===== src/hw/rtl/cbm_pkg.sv =====
// Package with shared types and constants of the bank mapper.
`default_nettype none
package cbm_pkg;
  localparam logic [2:0] CMD_CPU_READ  = 3'd0;
  localparam logic [2:0] CMD_CPU_WRITE = 3'd1;
  localparam logic [2:0] CMD_PPU_READ  = 3'd2;
  localparam logic [2:0] CMD_PPU_WRITE = 3'd3;
  localparam logic [2:0] CMD_PPU_DOT   = 3'd4;
  localparam logic [2:0] CMD_M2_TICK   = 3'd5;

  localparam logic [1:0] TGT_NONE = 2'd0;
  localparam logic [1:0] TGT_RAM  = 2'd1;
  localparam logic [1:0] TGT_ROM  = 2'd2;
  localparam logic [1:0] TGT_CHR  = 2'd3;

  localparam logic [1:0] CFG_PRG_COUNT = 2'd0;
  localparam logic [1:0] CFG_CHR_COUNT = 2'd1;
  localparam logic [1:0] CFG_RAM       = 2'd2;
  localparam logic [1:0] CFG_FOUR      = 2'd3;

  typedef struct packed {
    logic [2:0]  command;
    logic [15:0] address;
    logic [7:0]  write_data;
  } in_item_t;

  typedef struct packed {
    logic        handled;
    logic [1:0]  memory_target;
    logic [20:0] memory_offset;
    logic        memory_write;
    logic [7:0]  memory_data;
    logic        irq_out;
    logic [1:0]  nametable_mirroring;
  } out_item_t;

  // Commands from the controller to the datapath.
  typedef struct packed {
    logic load;      // capture the input item and pick a bank
    logic mod_start; // start the bank reduction
    logic finish;    // form the result and update state
  } dp_cmd_t;

  typedef struct packed {
    logic mod_done;
  } dp_status_t;
endpackage
`default_nettype wire


===== src/hw/rtl/cbm_stream_if.sv =====
// Valid/ready stream interfaces for items, results and configuration writes.
`default_nettype none
interface cbm_in_if;
  logic valid;
  logic ready;
  cbm_pkg::in_item_t payload;
  modport source (output valid, output payload, input ready);
  modport sink   (input valid, input payload, output ready);
endinterface

interface cbm_out_if;
  logic valid;
  logic ready;
  cbm_pkg::out_item_t payload;
  modport source (output valid, output payload, input ready);
  modport sink   (input valid, input payload, output ready);
endinterface

interface cbm_cfg_if;
  logic valid;
  logic ready;
  logic [1:0] index;
  logic [8:0] data;
  modport source (output valid, output index, output data, input ready);
  modport sink   (input valid, input index, input data, output ready);
endinterface
`default_nettype wire


===== src/hw/rtl/cbm_datapath.sv =====
// Datapath: bank selection, serial bank reduction, offsets and IRQ counter.
`default_nettype none
module cbm_datapath (
  input  wire logic                 clk,
  input  wire logic                 rst,
  input  wire cbm_pkg::in_item_t    item,
  input  wire cbm_pkg::dp_cmd_t     cmd,
  output cbm_pkg::dp_status_t       status,
  input  wire logic                 cfg_we,
  input  wire logic [1:0]           cfg_index,
  input  wire logic [8:0]           cfg_data,
  output cbm_pkg::out_item_t        result
);
  logic [8:0] prg_bank_count, chr_bank_count;
  logic       prg_ram_present, four_screen;

  logic [3:0] bank_index;
  logic [7:0] bank_registers [16];
  logic       chr_single_kb_mode, prg_swap_mode, chr_swap_mode;
  logic [7:0] irq_reload_value, irq_count;
  logic       irq_enable, irq_reload_pending, irq_cycle_mode;
  logic [1:0] tick_prescale;
  logic       previous_a12;
  logic [3:0] a12_low_dots;
  logic       horiz_mirror, irq_level;

  cbm_pkg::in_item_t it;
  logic [8:0] bank_sel;
  logic [8:0] divisor;
  // Restoring reduction: remainder and shifted divisor over 9 steps.
  logic [17:0] rem, dsh;
  logic [3:0]  step;
  logic        busy;

  // Bank choice for the current item.
  logic [8:0] bank_pick;
  logic [1:0] region;
  logic [2:0] slot;
  logic [7:0] pr;
  always_comb begin
    region = item.address[14:13];
    slot = item.address[12:10] ^ {chr_swap_mode, 2'b00};
    pr = bank_registers[{3'b000, slot[1]}];
    bank_pick = '0;
    if (item.command == cbm_pkg::CMD_CPU_READ || item.command == cbm_pkg::CMD_CPU_WRITE) begin
      unique case (region)
        2'd0: bank_pick = {1'b0, prg_swap_mode ? bank_registers[15] : bank_registers[6]};
        2'd1: bank_pick = {1'b0, prg_swap_mode ? bank_registers[6] : bank_registers[7]};
        2'd2: bank_pick = {1'b0, prg_swap_mode ? bank_registers[7] : bank_registers[15]};
        default: bank_pick = prg_bank_count - 9'd1;
      endcase
    end else begin
      if (!slot[2]) begin
        if (chr_single_kb_mode)
          bank_pick = {1'b0, slot[0] ? bank_registers[{3'b100, slot[1]}] : pr};
        else
          bank_pick = {1'b0, slot[0] ? (pr | 8'h01) : (pr & 8'hFE)};
      end else begin
        bank_pick = {1'b0, bank_registers[{2'b00, slot[1:0]} + 4'd2]};
      end
    end
  end

  always_ff @(posedge clk) begin
    if (cmd.load) begin
      it <= item;
      bank_sel <= bank_pick;
      divisor <= (item.command == cbm_pkg::CMD_CPU_READ ||
                  item.command == cbm_pkg::CMD_CPU_WRITE) ? prg_bank_count : chr_bank_count;
    end
  end

  always_ff @(posedge clk) begin
    if (rst) begin
      busy <= 1'b0;
      step <= '0;
    end else if (cmd.mod_start) begin
      busy <= 1'b1;
      step <= 4'd8;
      rem <= {9'd0, bank_sel};
      dsh <= {1'b0, divisor, 8'd0};
    end else if (busy) begin
      if (rem >= dsh) rem <= rem - dsh;
      dsh <= dsh >> 1;
      if (step == 4'd0) busy <= 1'b0;
      else step <= step - 4'd1;
    end
  end
  assign status.mod_done = !busy && !cmd.mod_start;

  // A zero divisor makes the remainder meaningless but the access is then unmapped.
  logic [7:0] bank_red;
  assign bank_red = rem[7:0];

  logic is_cpu, is_ppu, a12;
  logic [7:0] cnt_after;
  logic       clock_ctr;
  always_comb begin
    is_cpu = it.command == cbm_pkg::CMD_CPU_READ || it.command == cbm_pkg::CMD_CPU_WRITE;
    is_ppu = it.command == cbm_pkg::CMD_PPU_READ || it.command == cbm_pkg::CMD_PPU_WRITE;
    a12 = it.address[12];
    clock_ctr = 1'b0;
    if (it.command == cbm_pkg::CMD_PPU_DOT)
      clock_ctr = a12 && !previous_a12 && a12_low_dots >= 4'd8 && !irq_cycle_mode;
    else if (it.command == cbm_pkg::CMD_M2_TICK)
      clock_ctr = irq_cycle_mode && tick_prescale == 2'd3;
    cnt_after = (irq_count == 8'd0 || irq_reload_pending) ? irq_reload_value
                                                          : irq_count - 8'd1;
  end

  always_ff @(posedge clk) begin
    if (rst) begin
      prg_bank_count <= 9'd16;
      chr_bank_count <= 9'd0;
      prg_ram_present <= 1'b1;
      four_screen <= 1'b0;
    end else if (cfg_we) begin
      unique case (cfg_index)
        cbm_pkg::CFG_PRG_COUNT: prg_bank_count <= cfg_data;
        cbm_pkg::CFG_CHR_COUNT: chr_bank_count <= cfg_data;
        cbm_pkg::CFG_RAM:       prg_ram_present <= cfg_data[0];
        default:                four_screen <= cfg_data[0];
      endcase
    end
  end

  logic irq_level_next;
  always_comb begin
    irq_level_next = irq_level;
    if (is_cpu && it.command == cbm_pkg::CMD_CPU_WRITE && it.address[15] &&
        {it.address[15:13], it.address[0]} == 4'b1110)
      irq_level_next = 1'b0;
    if (clock_ctr && cnt_after == 8'd0 && irq_enable) irq_level_next = 1'b1;
  end

  always_ff @(posedge clk) begin
    if (rst) begin
      bank_index <= '0;
      for (int i = 0; i < 16; i++) bank_registers[i] <= '0;
      chr_single_kb_mode <= 1'b0;
      prg_swap_mode <= 1'b0;
      chr_swap_mode <= 1'b0;
      irq_reload_value <= '0;
      irq_count <= '0;
      irq_enable <= 1'b0;
      irq_reload_pending <= 1'b0;
      irq_cycle_mode <= 1'b0;
      tick_prescale <= '0;
      previous_a12 <= 1'b0;
      a12_low_dots <= '0;
      horiz_mirror <= 1'b0;
      irq_level <= 1'b0;
    end else if (cmd.finish) begin
      irq_level <= irq_level_next;
      if (clock_ctr) begin
        irq_count <= cnt_after;
        irq_reload_pending <= 1'b0;
      end
      if (it.command == cbm_pkg::CMD_CPU_WRITE && it.address[15]) begin
        unique case ({it.address[14:13], it.address[0]})
          3'b000: begin
            bank_index <= it.write_data[3:0];
            chr_single_kb_mode <= it.write_data[5];
            prg_swap_mode <= it.write_data[6];
            chr_swap_mode <= it.write_data[7];
          end
          3'b001: bank_registers[bank_index] <= it.write_data;
          3'b010: if (!four_screen) horiz_mirror <= it.write_data[0];
          3'b100: irq_reload_value <= it.write_data;
          3'b101: begin
            irq_cycle_mode <= it.write_data[0];
            irq_reload_pending <= 1'b1;
            tick_prescale <= '0;
          end
          3'b110: irq_enable <= 1'b0;
          3'b111: irq_enable <= 1'b1;
          default: ;
        endcase
      end
      if (it.command == cbm_pkg::CMD_PPU_DOT) begin
        if (!a12) begin
          if (a12_low_dots < 4'd8) a12_low_dots <= a12_low_dots + 4'd1;
        end else begin
          a12_low_dots <= '0;
        end
        previous_a12 <= a12;
      end
      if (it.command == cbm_pkg::CMD_M2_TICK && irq_cycle_mode)
        tick_prescale <= tick_prescale + 2'd1;
    end
  end

  always_ff @(posedge clk) begin
    if (cmd.finish) begin
      result.handled <= 1'b0;
      result.memory_target <= cbm_pkg::TGT_NONE;
      result.memory_offset <= '0;
      result.memory_write <= 1'b0;
      result.memory_data <= '0;
      if (is_cpu) begin
        if (it.address[15:13] == 3'b011) begin
          result.handled <= 1'b1;
          if (prg_ram_present) begin
            result.memory_target <= cbm_pkg::TGT_RAM;
            result.memory_offset <= {8'd0, it.address[12:0]};
            if (it.command == cbm_pkg::CMD_CPU_WRITE) begin
              result.memory_write <= 1'b1;
              result.memory_data <= it.write_data;
            end
          end
        end else if (it.address[15]) begin
          result.handled <= 1'b1;
          if (it.command == cbm_pkg::CMD_CPU_READ && prg_bank_count != 9'd0) begin
            result.memory_target <= cbm_pkg::TGT_ROM;
            result.memory_offset <= {bank_red, it.address[12:0]};
          end
        end
      end else if (is_ppu && it.address[15:13] == 3'b000 && chr_bank_count != 9'd0) begin
        result.handled <= 1'b1;
        result.memory_target <= cbm_pkg::TGT_CHR;
        result.memory_offset <= {3'd0, bank_red, it.address[9:0]};
        if (it.command == cbm_pkg::CMD_PPU_WRITE) begin
          result.memory_write <= 1'b1;
          result.memory_data <= it.write_data;
        end
      end
      result.irq_out <= irq_level_next;
      result.nametable_mirroring <= four_screen ? 2'd2 :
        {1'b0, (it.command == cbm_pkg::CMD_CPU_WRITE && it.address[15] &&
                {it.address[14:13], it.address[0]} == 3'b010) ? it.write_data[0]
                                                             : horiz_mirror};
    end
  end
endmodule
`default_nettype wire


===== src/hw/rtl/cbm_controller.sv =====
// Controller state machine sequencing one item through the datapath.
`default_nettype none
module cbm_controller (
  input  wire logic                clk,
  input  wire logic                rst,
  input  wire logic                in_valid,
  output logic                     in_ready,
  output logic                     out_valid,
  input  wire logic                out_ready,
  output cbm_pkg::dp_cmd_t         cmd,
  input  wire cbm_pkg::dp_status_t status
);
  typedef enum logic [3:0] {
    S_IDLE = 4'b0001, S_START = 4'b0010, S_REDUCE = 4'b0100, S_FINISH = 4'b1000
  } state_t;
  state_t state, state_next;
  logic out_valid_next;

  // The result register is free if empty or taken this cycle.
  logic out_free;
  assign out_free = !out_valid || out_ready;
  assign in_ready = state == S_IDLE;

  always_comb begin
    state_next = state;
    cmd = '0;
    out_valid_next = out_valid && !out_ready;
    unique case (state)
      S_IDLE: if (in_valid) begin
        cmd.load = 1'b1;
        state_next = S_START;
      end
      S_START: begin
        cmd.mod_start = 1'b1;
        state_next = S_REDUCE;
      end
      S_REDUCE: if (status.mod_done) state_next = S_FINISH;
      S_FINISH: if (out_free) begin
        cmd.finish = 1'b1;
        out_valid_next = 1'b1;
        state_next = S_IDLE;
      end
      default: state_next = S_IDLE;
    endcase
  end

  always_ff @(posedge clk) begin
    if (rst) begin
      state <= S_IDLE;
      out_valid <= 1'b0;
    end else begin
      state <= state_next;
      out_valid <= out_valid_next;
    end
  end
endmodule
`default_nettype wire


===== src/hw/rtl/cartridge_bank_mapper_with_irq_counter.sv =====
// Top level of the cartridge bank mapper with its interrupt counter.
// Usage:
// The block takes bus items (CPU read or write, PPU read or write, PPU dot,
// M2 tick) on the in channel and returns exactly one result transaction per
// item on the out channel. Configuration registers (bank counts, work RAM
// presence, four-screen lock) are written over the cfg channel, which is
// always ready; write it only while no item is in flight.
// Operation: an item is taken in the idle state, then the bank
// number is reduced by a restoring remainder unit that handles one quotient
// bit a cycle, and the result register is loaded. The next item can be
// accepted in the cycle after the result is loaded, so the block works on
// one item at a time.
// A stalled receiver holds the result in the output register; the
// controller waits in its final state until that register frees up.
// Synchronous reset clears all mapper state, restores the register defaults
// (16 PRG banks, no CHR banks, work RAM present, mirroring unlocked) and
// empties the output register.
`default_nettype none
module cartridge_bank_mapper_with_irq_counter (
  input  wire logic  clk,
  input  wire logic  rst,
  cbm_in_if.sink     in_ch,
  cbm_out_if.source  out_ch,
  cbm_cfg_if.sink    cfg
);
  cbm_pkg::dp_cmd_t    cmd;
  cbm_pkg::dp_status_t status;

  // Configuration writes are taken in any cycle.
  assign cfg.ready = 1'b1;

  cbm_controller u_ctrl (
    .clk(clk), .rst(rst),
    .in_valid(in_ch.valid), .in_ready(in_ch.ready),
    .out_valid(out_ch.valid), .out_ready(out_ch.ready),
    .cmd(cmd), .status(status)
  );

  cbm_datapath u_dp (
    .clk(clk), .rst(rst),
    .item(in_ch.payload), .cmd(cmd), .status(status),
    .cfg_we(cfg.valid), .cfg_index(cfg.index), .cfg_data(cfg.data),
    .result(out_ch.payload)
  );
endmodule
`default_nettype wire

===== src/flat_wrapper.sv =====
// flat-port wrapper written by rule: the top's interface ports become plain ports
module cartridge_bank_mapper_with_irq_counter_flat 
  (clk, rst, in_ch_valid, in_ch_payload, in_ch_ready, out_ch_valid, out_ch_payload, out_ch_ready, cfg_valid, cfg_index, cfg_data, cfg_ready);
  cbm_in_if in_ch_i ();
  cbm_out_if out_ch_i ();
  cbm_cfg_if cfg_i ();
  input  wire logic clk;
  input  wire logic rst;
  input wire logic [$bits(in_ch_i.valid)-1:0] in_ch_valid;
  input wire logic [$bits(in_ch_i.payload)-1:0] in_ch_payload;
  output wire logic [$bits(in_ch_i.ready)-1:0] in_ch_ready;
  output wire logic [$bits(out_ch_i.valid)-1:0] out_ch_valid;
  output wire logic [$bits(out_ch_i.payload)-1:0] out_ch_payload;
  input wire logic [$bits(out_ch_i.ready)-1:0] out_ch_ready;
  input wire logic [$bits(cfg_i.valid)-1:0] cfg_valid;
  input wire logic [$bits(cfg_i.index)-1:0] cfg_index;
  input wire logic [$bits(cfg_i.data)-1:0] cfg_data;
  output wire logic [$bits(cfg_i.ready)-1:0] cfg_ready;
  assign in_ch_i.valid = in_ch_valid;
  assign in_ch_i.payload = in_ch_payload;
  assign in_ch_ready = in_ch_i.ready;
  assign out_ch_valid = out_ch_i.valid;
  assign out_ch_payload = out_ch_i.payload;
  assign out_ch_i.ready = out_ch_ready;
  assign cfg_i.valid = cfg_valid;
  assign cfg_i.index = cfg_index;
  assign cfg_i.data = cfg_data;
  assign cfg_ready = cfg_i.ready;
  cartridge_bank_mapper_with_irq_counter u_core (.clk(clk), .rst(rst), .in_ch(in_ch_i), .out_ch(out_ch_i), .cfg(cfg_i));
endmodule

===== config.mk =====
export PLATFORM = sky130hd
export DESIGN_NAME = cartridge_bank_mapper_with_irq_counter_flat
export DESIGN_NICKNAME = d
export VERILOG_FILES = /design/src/hw/rtl/cbm_pkg.sv /design/src/hw/rtl/cbm_stream_if.sv /design/src/hw/rtl/cbm_datapath.sv /design/src/hw/rtl/cbm_controller.sv /design/src/hw/rtl/cartridge_bank_mapper_with_irq_counter.sv /design/src/flat_wrapper.sv
export SDC_FILE = /design/constraint.sdc
export NUM_CORES = 1
export LEC_CHECK = 0
export ABC_AREA = 1
export BUFFER_PORTS_ARGS = -buffer_cell sky130_fd_sc_hd__buf_2
export CAP_MARGIN = 20
export CORE_UTILIZATION = 50
export CTS_CLUSTER_SIZE = 40
export DETAILED_ROUTE_END_ITERATION = 12
export PLACE_DENSITY = 0.68
export RECOVER_POWER = 25
export SYNTH_ARGS = -nofsm -noshare
export SYNTH_HDL_FRONTEND = slang
export SYNTH_SLANG_ARGS = --single-unit

===== constraint.sdc =====
create_clock -name clk -period 4.23 [get_ports clk]
set_input_delay 0.423 -clock clk [delete_from_list [all_inputs] [get_ports clk]]
set_output_delay 0.423 -clock clk [all_outputs]
set_load 0.05 [all_outputs]

==> results.yml <==
yosys:
  synth.top_cell.area_share_pct: 48.8
  synth_largest_area_cell: "edfxtp_1"
  synth_cells: 1338
  synth.area.top_cells: "edfxtp_1 (49%), dfxtp_1 (10%), nor2_1 (7.7%)"
  synth_cell_type_count: 51
  syn_nets: 1406
  ys_seq_area_share_pct: 59.2
  synth_edf_count: 204
  synthesis.area_um2: 12500
  syn_avg_cell_area_um2: 9.37
  async_reset_ff_share_pct: 0
  synthFlopType: "edfxtp_1"
  ys_ff_latch: 269
  yosysWarningCount: 0
grt:
  grt_max_degree: 45
  first_global_vias: 9216
  grt.overflow.total: 0
  antenna_found_initial: 0
  grt_pass1_wl_mm: 47.3
  grt_usage_pct: 23.2
sta:
  relSlewSlack_pct: -31.8
  layout_min_cycle_time_ns: 2.88
  rsz0062_at_grt: "false"
  period_share_pct: 68.0
  slew_violations: 53
  max_freq_ghz: 0.348
  clock-skew-final_ns: 0.0149
  fin_ws_ns: 1.35
  finalHoldWorstSlack_ns: 0.0535
  finalSetupViolations: 0
  hold_viol_final: 0
  fin_tns_setup_ns: 0
  worstMarginPinSlew_ns: 1.98
status:
  violations: "max-capacitance violations, max-slew violations"
  status: "finished, violations left"
layout:
  nNetsFinal: 1478
  final_common_cell: "nor2_1"
  num_antenna_cells: 0
  syn2layout_area_growth_pct: 11.9
  fin_area_um2: 14000
  final_cell_mix: "nor2_1 (257), nand2_1 (213), edfxtp_1 (204)"
  layout-drive-gt1-share_pct: 7.06
pwr:
  vdd_drop_max_uv: 318
  finalPower_mw: 5.76
  total_leakage_power_nw: 5.69
  powerDensity_nw_per_um2: 410
clock_tree:
  numCtsBuffers: 29
  cts_hold_buf: 0
  clkSinkCount: 269
  path_clk_slew_ns: 0.06
  cts_tree: "built"
  h-tree-depth: 1
  post_cts_resized: 0
  clkLatencyLatePin_ns: 0.54
  postCtsSetupRepairBufs: 0
  clk_root_buffer_cell: "clkbuf_16"
  clock_path_buffers: 3
route:
  vias_per_cell: 5.47
  dr.pass1.iters: 5
  antenna_left: 0
  drc_errors: 0
  routedWlPerCell_um: 16.9
  vias: 9593
  drtIter0Drc: 706
  wirelength_mm: 29.7
floorplan:
  rows: 57
  io_pins: 82
  start_util_pct: 51.3
  die_width_um: 160
  core_region_area_um2: 24500
  die_y_um: 160
  dieArea_um2: 25700
worst_setup_path:
  crit_fanout: 30
  crit_type: "reg2reg"
  start_kind: "flip-flop"
  arrival_ns: 3.07
  required_ns: 4.42
  crit_path_end_kind: "flip-flop"
hold_path:
  min_path_type: "in2reg"
placement:
  dp_slack_ns: 1.53
  post_dp_cell_area_um2: 13200
  place_congestion: 0.891
  dp_hpwl_mm: 20.6
  io_buffer_count: 80
run:
  max_cap_violations: 2
flip-flops by register name, summed over array words and instances, names as in the netlist, 8 cells and up:
| register | cells |
|---|---|
| u_core.u_dp.chr_bank_count | 9 |
| u_core.u_dp.rem | 18 |
| u_core.u_dp.irq_count | 8 |
| u_core.u_dp.bank_sel | 9 |
| u_core.u_dp.irq_reload_value | 8 |
| u_core.u_dp.bank_registers | 88 |
| u_core.u_dp.it | 26 |
| u_core.u_dp.result | 36 |
| u_core.u_dp.prg_bank_count | 9 |
| u_core.u_dp.dsh | 17 |
| u_core.u_dp.divisor | 9 |
metrics by stage:
stage	instances	utilization [%]
after global placement	1703	54.1
after global routing	1755	57.4
after detailed placement	1703	54.1
after floorplan	1338	-
final	1755	57.4
after CTS	1755	57.7
Yosys cell counts, types with 2 or more instances:
| master | number |
|---|---|
| ha_1 | 24 |
| inv_2 | 2 |
| nor3_4 | 2 |
| a211oi_1 | 23 |
| nor4_1 | 6 |
| nand3_1 | 49 |
| nand2_1 | 211 |
| a21o_1 | 3 |
| o21bai_1 | 3 |
| nor3_1 | 18 |
| xnor2_1 | 4 |
| dfxtp_1 | 65 |
| o221ai_1 | 4 |
| nor2_2 | 2 |
| nor2_1 | 256 |
| o21ai_0 | 129 |
| a21oi_1 | 72 |
| clkinv_1 | 3 |
| inv_1 | 134 |
| a31oi_1 | 7 |
| edfxtp_1 | 204 |
| a221oi_1 | 3 |
| o22ai_1 | 13 |
| nand2_2 | 2 |
| xor2_1 | 6 |
| clkbuf_1 | 39 |
| nand4_1 | 6 |
| nor3b_1 | 3 |
| nor4_4 | 2 |
| o21a_1 | 5 |
| nand2_4 | 9 |
| buf_2 | 4 |
| o31ai_1 | 2 |
| o211ai_1 | 6 |
kinds of logic (layout without fill, tap and decap cells):
| kind of cell | Yosys count | after routing | share of synthesized area [%] |
|---|---|---|---|
| flops | 269 | 269 | 59.2 |
| buf+inv | 184 | 277 | 5.58 |
| xor+xnor | 10 | 10 | 0.698 |
| simple gates | 574 | 574 | 19.6 |
| fa+ha+maj | 25 | 25 | 2.55 |
| compound gates | 275 | 275 | 12.4 |
| other cells | 1 | 1 | 0.0299 |
worst max-delay path, stage by stage, from the launching register on:
cell	delay, ns
dfxtp_1	0.32
nor2_1	0.14
nand3_1	0.18
nor2_1	1.32
buf_4	0.56
layer usage:
layer | track usage, % | up-vias | part of all wire [%]
met5 | 0 | - | 0
met4 | 8.48 | 0 | 3.3
met3 | 2.94 | 72 | 5.1
met2 | 40.2 | 286 | 49
met1 | 29.8 | 4513 | 42
li1 | - | 4722 | -
cell type report:
| cell class | instances | area [µm²] |
|---|---|---|
| Clock buffer | 43 | 828 |
| Clock inverter | 9 | 68.8 |
| Fill cell | 2229 | 10400 |
| Inverter | 139 | 522 |
| Multi-Input combinational cell | 885 | 4400 |
| Sequential cell | 269 | 7430 |
| Tap cell | 324 | 405 |
| Timing Repair Buffer | 86 | 389 |
final timing paths:
check	from	to	slack, ns	cells past startpoint
max reg2reg	u_core.u_ctrl.state[2]	u_core.u_dp.bank_sel[7]	1.35	4
max	u_core.u_ctrl.state[2]	u_core.u_dp.bank_sel[7]	1.35	4
min	in_ch_payload[4]	u_core.u_dp.it[4]	0.05	1
min reg2reg	u_core.u_dp.four_screen	u_core.u_dp.result[1]	0.46	0
power breakdown:
part	switching [mW]	leakage (nW)	internal [mW]
clock	1.00	0.439	1.40
sequential	0.0414	2.53	2.94
combinational	0.279	2.72	0.0941
(Power assumes the default switching activity.)
